==> src/hdl/rstpp_pkg.sv <==
// shared types and constants of the rgb scale, threshold and page pack block
`default_nettype none
package rstpp_pkg;

  // pixel component and packed store word
  localparam int CHAN_W = 8;
  localparam int PIX_W  = 3 * CHAN_W;

  // configuration register width and default image size
  localparam int DIM_W = 9;
  localparam int DEF_MAX_WIDTH  = 256;
  localparam int DEF_MAX_HEIGHT = 256;
  localparam logic [DIM_W-1:0] SRC_WIDTH_RST  = 9'd128;
  localparam logic [DIM_W-1:0] SRC_HEIGHT_RST = 9'd64;

  // configuration port
  localparam int APB_AW = 3;
  localparam int APB_DW = 32;
  localparam logic REG_SRC_WIDTH  = 1'b0;
  localparam logic REG_SRC_HEIGHT = 1'b1;

  // display frame geometry: 128 x 64, x and y bit counts
  localparam int FRAME_X_W = 7;
  localparam int FRAME_Y_W = 6;

  // chunk layout: 64 chunks of 16 bytes, 128 pixels each
  localparam int CHUNK_IDX_W = 6;
  localparam int CHUNK_PIX_W = 7;
  localparam int CHUNK_BITS  = 128;
  localparam int HALF_BITS   = 64;
  localparam logic [CHUNK_IDX_W-1:0] CHUNK_LAST = 6'd63;
  localparam logic [CHUNK_PIX_W-1:0] PIX_LAST   = 7'd127;

  // luma weights and threshold (luma at least 129)
  localparam int LUMA_W = 18;
  localparam logic [9:0] COEF_R = 10'd299;
  localparam logic [9:0] COEF_G = 10'd587;
  localparam logic [9:0] COEF_B = 10'd114;
  localparam logic [LUMA_W-1:0] LUMA_LIMIT = 18'd129000;

  // controller to datapath commands
  typedef struct packed {
    logic                 load;
    logic                 start;
    logic                 issue;
    logic [FRAME_X_W-1:0] x;
    logic [FRAME_Y_W-1:0] y;
  } rstpp_cmd_t;

  // datapath to controller status
  typedef struct packed {
    logic busy;
  } rstpp_sts_t;

endpackage
`default_nettype wire

==> src/hdl/rstpp_ctrl.sv <==
// controller: load, scan, drain and emit sequencing of the frame conversion
`default_nettype none
module rstpp_ctrl import rstpp_pkg::*; (
  input  wire logic                   clk_i,
  input  wire logic                   rst_ni,
  input  wire logic                   in_valid_i,
  input  wire logic                   in_last_i,
  output logic                        in_ready_o,
  input  wire logic                   out_ready_i,
  output logic                        out_valid_o,
  output logic                        out_last_o,
  output logic [CHUNK_IDX_W-1:0]      chunk_idx_o,
  output rstpp_cmd_t                  cmd_o,
  input  wire rstpp_sts_t             sts_i
);

  typedef enum logic [3:0] {
    ST_LOAD  = 4'b0001,
    ST_SCAN  = 4'b0010,
    ST_DRAIN = 4'b0100,
    ST_EMIT  = 4'b1000
  } state_e;

  state_e                 state_q, state_d;
  logic [CHUNK_IDX_W-1:0] chunk_q, chunk_d;
  logic [CHUNK_PIX_W-1:0] pix_q, pix_d;

  // next state and commands
  always_comb begin
    state_d     = state_q;
    chunk_d     = chunk_q;
    pix_d       = pix_q;
    in_ready_o  = 1'b0;
    out_valid_o = 1'b0;
    cmd_o       = '0;
    cmd_o.x     = {chunk_q[2:0], pix_q[6:3]};
    cmd_o.y     = {chunk_q[5:3], pix_q[2:0]};
    unique case (state_q)
      ST_LOAD: begin
        in_ready_o = 1'b1;
        cmd_o.load = in_valid_i;
        if (in_valid_i && in_last_i) begin
          cmd_o.start = 1'b1;
          chunk_d     = '0;
          pix_d       = '0;
          state_d     = ST_SCAN;
        end
      end
      ST_SCAN: begin
        cmd_o.issue = 1'b1;
        pix_d       = pix_q + 1'b1;
        if (pix_q == PIX_LAST) begin
          state_d = ST_DRAIN;
        end
      end
      ST_DRAIN: begin
        if (!sts_i.busy) begin
          state_d = ST_EMIT;
        end
      end
      ST_EMIT: begin
        out_valid_o = 1'b1;
        if (out_ready_i) begin
          if (chunk_q == CHUNK_LAST) begin
            state_d = ST_LOAD;
          end else begin
            chunk_d = chunk_q + 1'b1;
            pix_d   = '0;
            state_d = ST_SCAN;
          end
        end
      end
      default: begin
        state_d = ST_LOAD;
      end
    endcase
  end

  assign chunk_idx_o = chunk_q;
  assign out_last_o  = (chunk_q == CHUNK_LAST);

  // state registers
  always_ff @(posedge clk_i or negedge rst_ni) begin
    if (!rst_ni) begin
      state_q <= ST_LOAD;
      chunk_q <= '0;
      pix_q   <= '0;
    end else begin
      state_q <= state_d;
      chunk_q <= chunk_d;
      pix_q   <= pix_d;
    end
  end

endmodule
`default_nettype wire

==> config.mk <==
export PLATFORM = sky130hd
export DESIGN_NAME = rstpp_ctrl
export DESIGN_NICKNAME = d
export VERILOG_FILES = /design/src/hdl/rstpp_pkg.sv /design/src/hdl/rstpp_ctrl.sv
export SDC_FILE = /design/constraint.sdc
export NUM_CORES = 1
export LEC_CHECK = 0
export BUFFER_PORTS_ARGS = -buffer_cell sky130_fd_sc_hd__clkbuf_2
export CAP_MARGIN = 0
export CORE_MARGIN = 3
export CORE_UTILIZATION = 49
export DETAILED_ROUTE_END_ITERATION = 10
export PLACE_DENSITY = 0.74
export SLEW_MARGIN = 20
export SYNTH_ARGS = -nofsm -noshare
export SYNTH_HDL_FRONTEND = slang
export SYNTH_SLANG_ARGS = --single-unit
export TNS_END_PERCENT = 20
==> constraint.sdc <==
create_clock -name clk_i -period 2.05 [get_ports clk_i]
set_input_delay 0 -clock clk_i [delete_from_list [all_inputs] [get_ports clk_i]]
set_output_delay 0 -clock clk_i [all_outputs]
set_load 0.005 [all_outputs]
==> flow_summary_export.csv <==
group,metric,value,unit
cells_and_area,antenna_cells,0,
worst_hold_path,hold_start,"out_ready_i",
global_route,grt_pass1_vias,837,
sta,setup_ws,0.168,ns
synthesis,yosys-top-cells-area,"dfrtp_1 40%, buf_4 4.5%, a31oi_1 4.4%",
synthesis,syn-instance-count,110,
global_route,grt_max_degree,18,
synthesis,synth_top_cell_by_area,"dfrtp_1",
die,start_util,0.551,
synthesis,yosysMostFrequentCell,"dfrtp_1",
route,drt_iter0_markers,32,
clock_network,cts.clk_slew.worst_paths,0.10,ns
sta,setup_viol,0,
route,wl_per_cell,13.6,um
die,die_h,51.2,um
die,die_w,51.2,um
power,ir_worst_vdd,0.574,mV
synthesis,yosysWarnings,0,
cells_and_area,drive_above_1_share,0.302,
sta,skew,0.00316,ns
power,p_leak,0.585,nW
worst_setup_path,arrival,2.05,ns
sta,rsz0062_at_grt,"false",
worst_hold_path,whs_path_depth,3,
clock_network,clock_latency,0.29,ns
outcome,status,"finished clean",
worst_setup_path,rr_worst_depth,5,
worst_setup_path,regToRegStartpoint,"state_q[1]",
cells_and_area,nFillCells,175,
worst_setup_path,cpPeakStageDelay,0.68,ns
synthesis,synth.top_cell.area_share,0.400,
sta,post-route-period-util,0.918,
route,wirelength,2240,um
cells_and_area,layout.nets,148,
placement,pre_cts_ws,0.179,ns
synthesis,ys_ff_latch,17,
worst_setup_path,crit_type,"flop to flop",
global_route,grt_util_all_layers,0.191,
worst_setup_path,critical_path_depth,5,
die,num_rows,15,
sta,tightest_slew,0.424,ns
placement,hpwl,1600,um
synthesis,synthArstFlopShare,1.00,
die,core_region_area,0.00182,sq mm
synthesis,netlist_area,0.00100,sq mm
route,ant_nets,0,
synthesis,ys_seq_area_frac,0.426,
synthesis,synth_cell_types,39,
worst_setup_path,worstReg2RegEnd,"pix_q[6]",
clock_network,clkSinkCount,17,
worst_setup_path,cpLargestDelayFamily,"simple AND/OR/NAND/NOR gates",
route,routed-via-count,928,
worst_setup_path,rrSetupSlack,0.17,ns
synthesis,synth.avg_cell_area,9.11,sq um
clock_network,cts_max_level,1,
worst_setup_path,worstPathRequired,2.22,ns
cells_and_area,syn2layout_area_growth,18.2,%
synthesis,synth_commonest_cells,"16 x dfrtp_1, 11 x nand2_1, 8 x a21oi_1",
synthesis,synthesis.nets,118,
worst_setup_path,cp_num_buf_inv,1,
die,boundaryPins,31,
worst_setup_path,critPathMaxFanout,9,
cells_and_area,fin_util,0.651,
worst_hold_path,min_to,"chunk_idx_o[4]",
clock_network,cts_buffers,3,
sta,layout_min_cycle_time,1.88,ns
sta,tns,0,ns
placement,portBuffers,30,
global_route,grt_pass1_wl,3810,um
die,die_area,0.00262,sq mm
route,vias_per_cell,5.66,
route,first_pass_iters,4,
worst_hold_path,hp-class,"input pin to flop",
clock_network,cts.path.max_buffers,2,
sta,max_freq,531,MHz
sta,hold_violations,0,
synthesis,synth_flop_cell,"dfrtp_1",
worst_setup_path,start_kind,"flop",
power,powerDensity,880,mW/mm^2
worst_setup_path,crit_slowest_cell,"or4b_1",
placement,routabilityCongestion,0.856,
worst_setup_path,path_cells,"or4b_1 > inv_4 > o211ai_4 > nand3_1 > a31oi_1",
job,max_cap_violations,0,
synthesis,synth_edf_count,0,
worst_setup_path,end_kind,"flop",
global_route,antenna_found_initial,0,
clock_network,cts_tree,"done",
sta,final_max_slew_viol_count,0,
sta,fin_hold_ws,0.0559,ns
sta,slew_headroom,0.717,
clock_network,postCtsSetupRepairBufs,0,
global_route,grt_overflow_total,0,
route,drcViolationCount,0,
clock_network,root_buffer,"clkbuf_4",
## stage by stage
step | power, mW | instance area, sq um | std cells
after CTS | 1.05 | 1180 | 164
after detailed placement | 0.863 | 1140 | 158
final | 1.04 | 1180 | 164
after global placement | 0.854 | 1140 | 158
after global routing | 1.13 | 1180 | 164
after floorplan | 0.698 | 1000 | 110
## per-layer routing
metal	global-route usage	routed length (um)	vias up
met3	0.0350	142	6
li1	-	-	458
met2	0.290	1050	38
met4	0.0786	52	0
met1	0.269	992	426
met5	0	0	-
## registers in the layout (all words and copies together), names as in the netlist
signal	flops
state_q	4
pix_q	7
chunk_idx_o	6
## layout make-up
class                   count  area, sq um  share of cell area
inverters                   8         32.5              0.0275
well taps                  25         31.3              0.0264
repair buffers             33          178               0.150
flip-flops and latches     17          427               0.360
clock buffers               3         22.5              0.0190
clock inverters             1         5.00             0.00422
multi-input cells          77          489               0.413
## report_power, final
group	internal, mW	switching (mW)	total [mW]	leakage [nW]
clock	0.0725	0.109	0.182	0.0177
combinational	0.175	0.175	0.350	0.338
sequential	0.411	0.101	0.512	0.229
total	0.658	0.385	1.04	0.585
## placed cells by master (no fill, tap or decap), types with 2 or more instances in the layout
master	synthesis	layout
clkbuf_2	0	30
dfrtp_1	16	16
nand2_1	11	11
a21oi_1	8	8
a31oi_1	7	7
inv_1	6	6
nand3_1	6	6
nor2_1	6	6
o21ai_0	5	5
and3_1	3	3
mux2i_1	3	3
clkbuf_4	0	3
or4b_1	2	2
nor3_1	2	2
nand2b_1	2	2
a211oi_1	2	2
ha_1	2	2
dlygate4sd3_1	0	2
## kinds of logic after synthesis
group,synth area share
multiplexers,0.0300
AND/OR/NAND/NOR,0.232
adder cells (fa/ha/maj),0.0250
flip-flops,0.426
AO/OA/AOI/OAI,0.201
buffers and inverters,0.0861
## worst max-delay path by stage
stage | endpoint | from | slack [ns]
2_1_floorplan | chunk_idx_o[1] | state_q[0] | 0.30
3_3_place_gp | pix_q[6] | state_q[1] | 0.27
3_5_place_dp | pix_q[6] | state_q[1] | 0.18
4_1_cts | pix_q[6] | state_q[1] | 0.18
5_1_grt | pix_q[6] | state_q[1] | 0.09
6_report | pix_q[6] | state_q[1] | 0.17
## what timing repair did
| item | in CTS | in global routing |
|---|---|---|
| gates resized for setup | 0 | 0 |
| hold endpoints to repair | 18 | 0 |
| hold buffers | 2 | 0 |
## worst min-delay path: cells and delay by family
family          cells  cell delay (ns)
buf+inv             1             0.15
compound gates      2             0.17
Power figures use the tool's default switching activity.
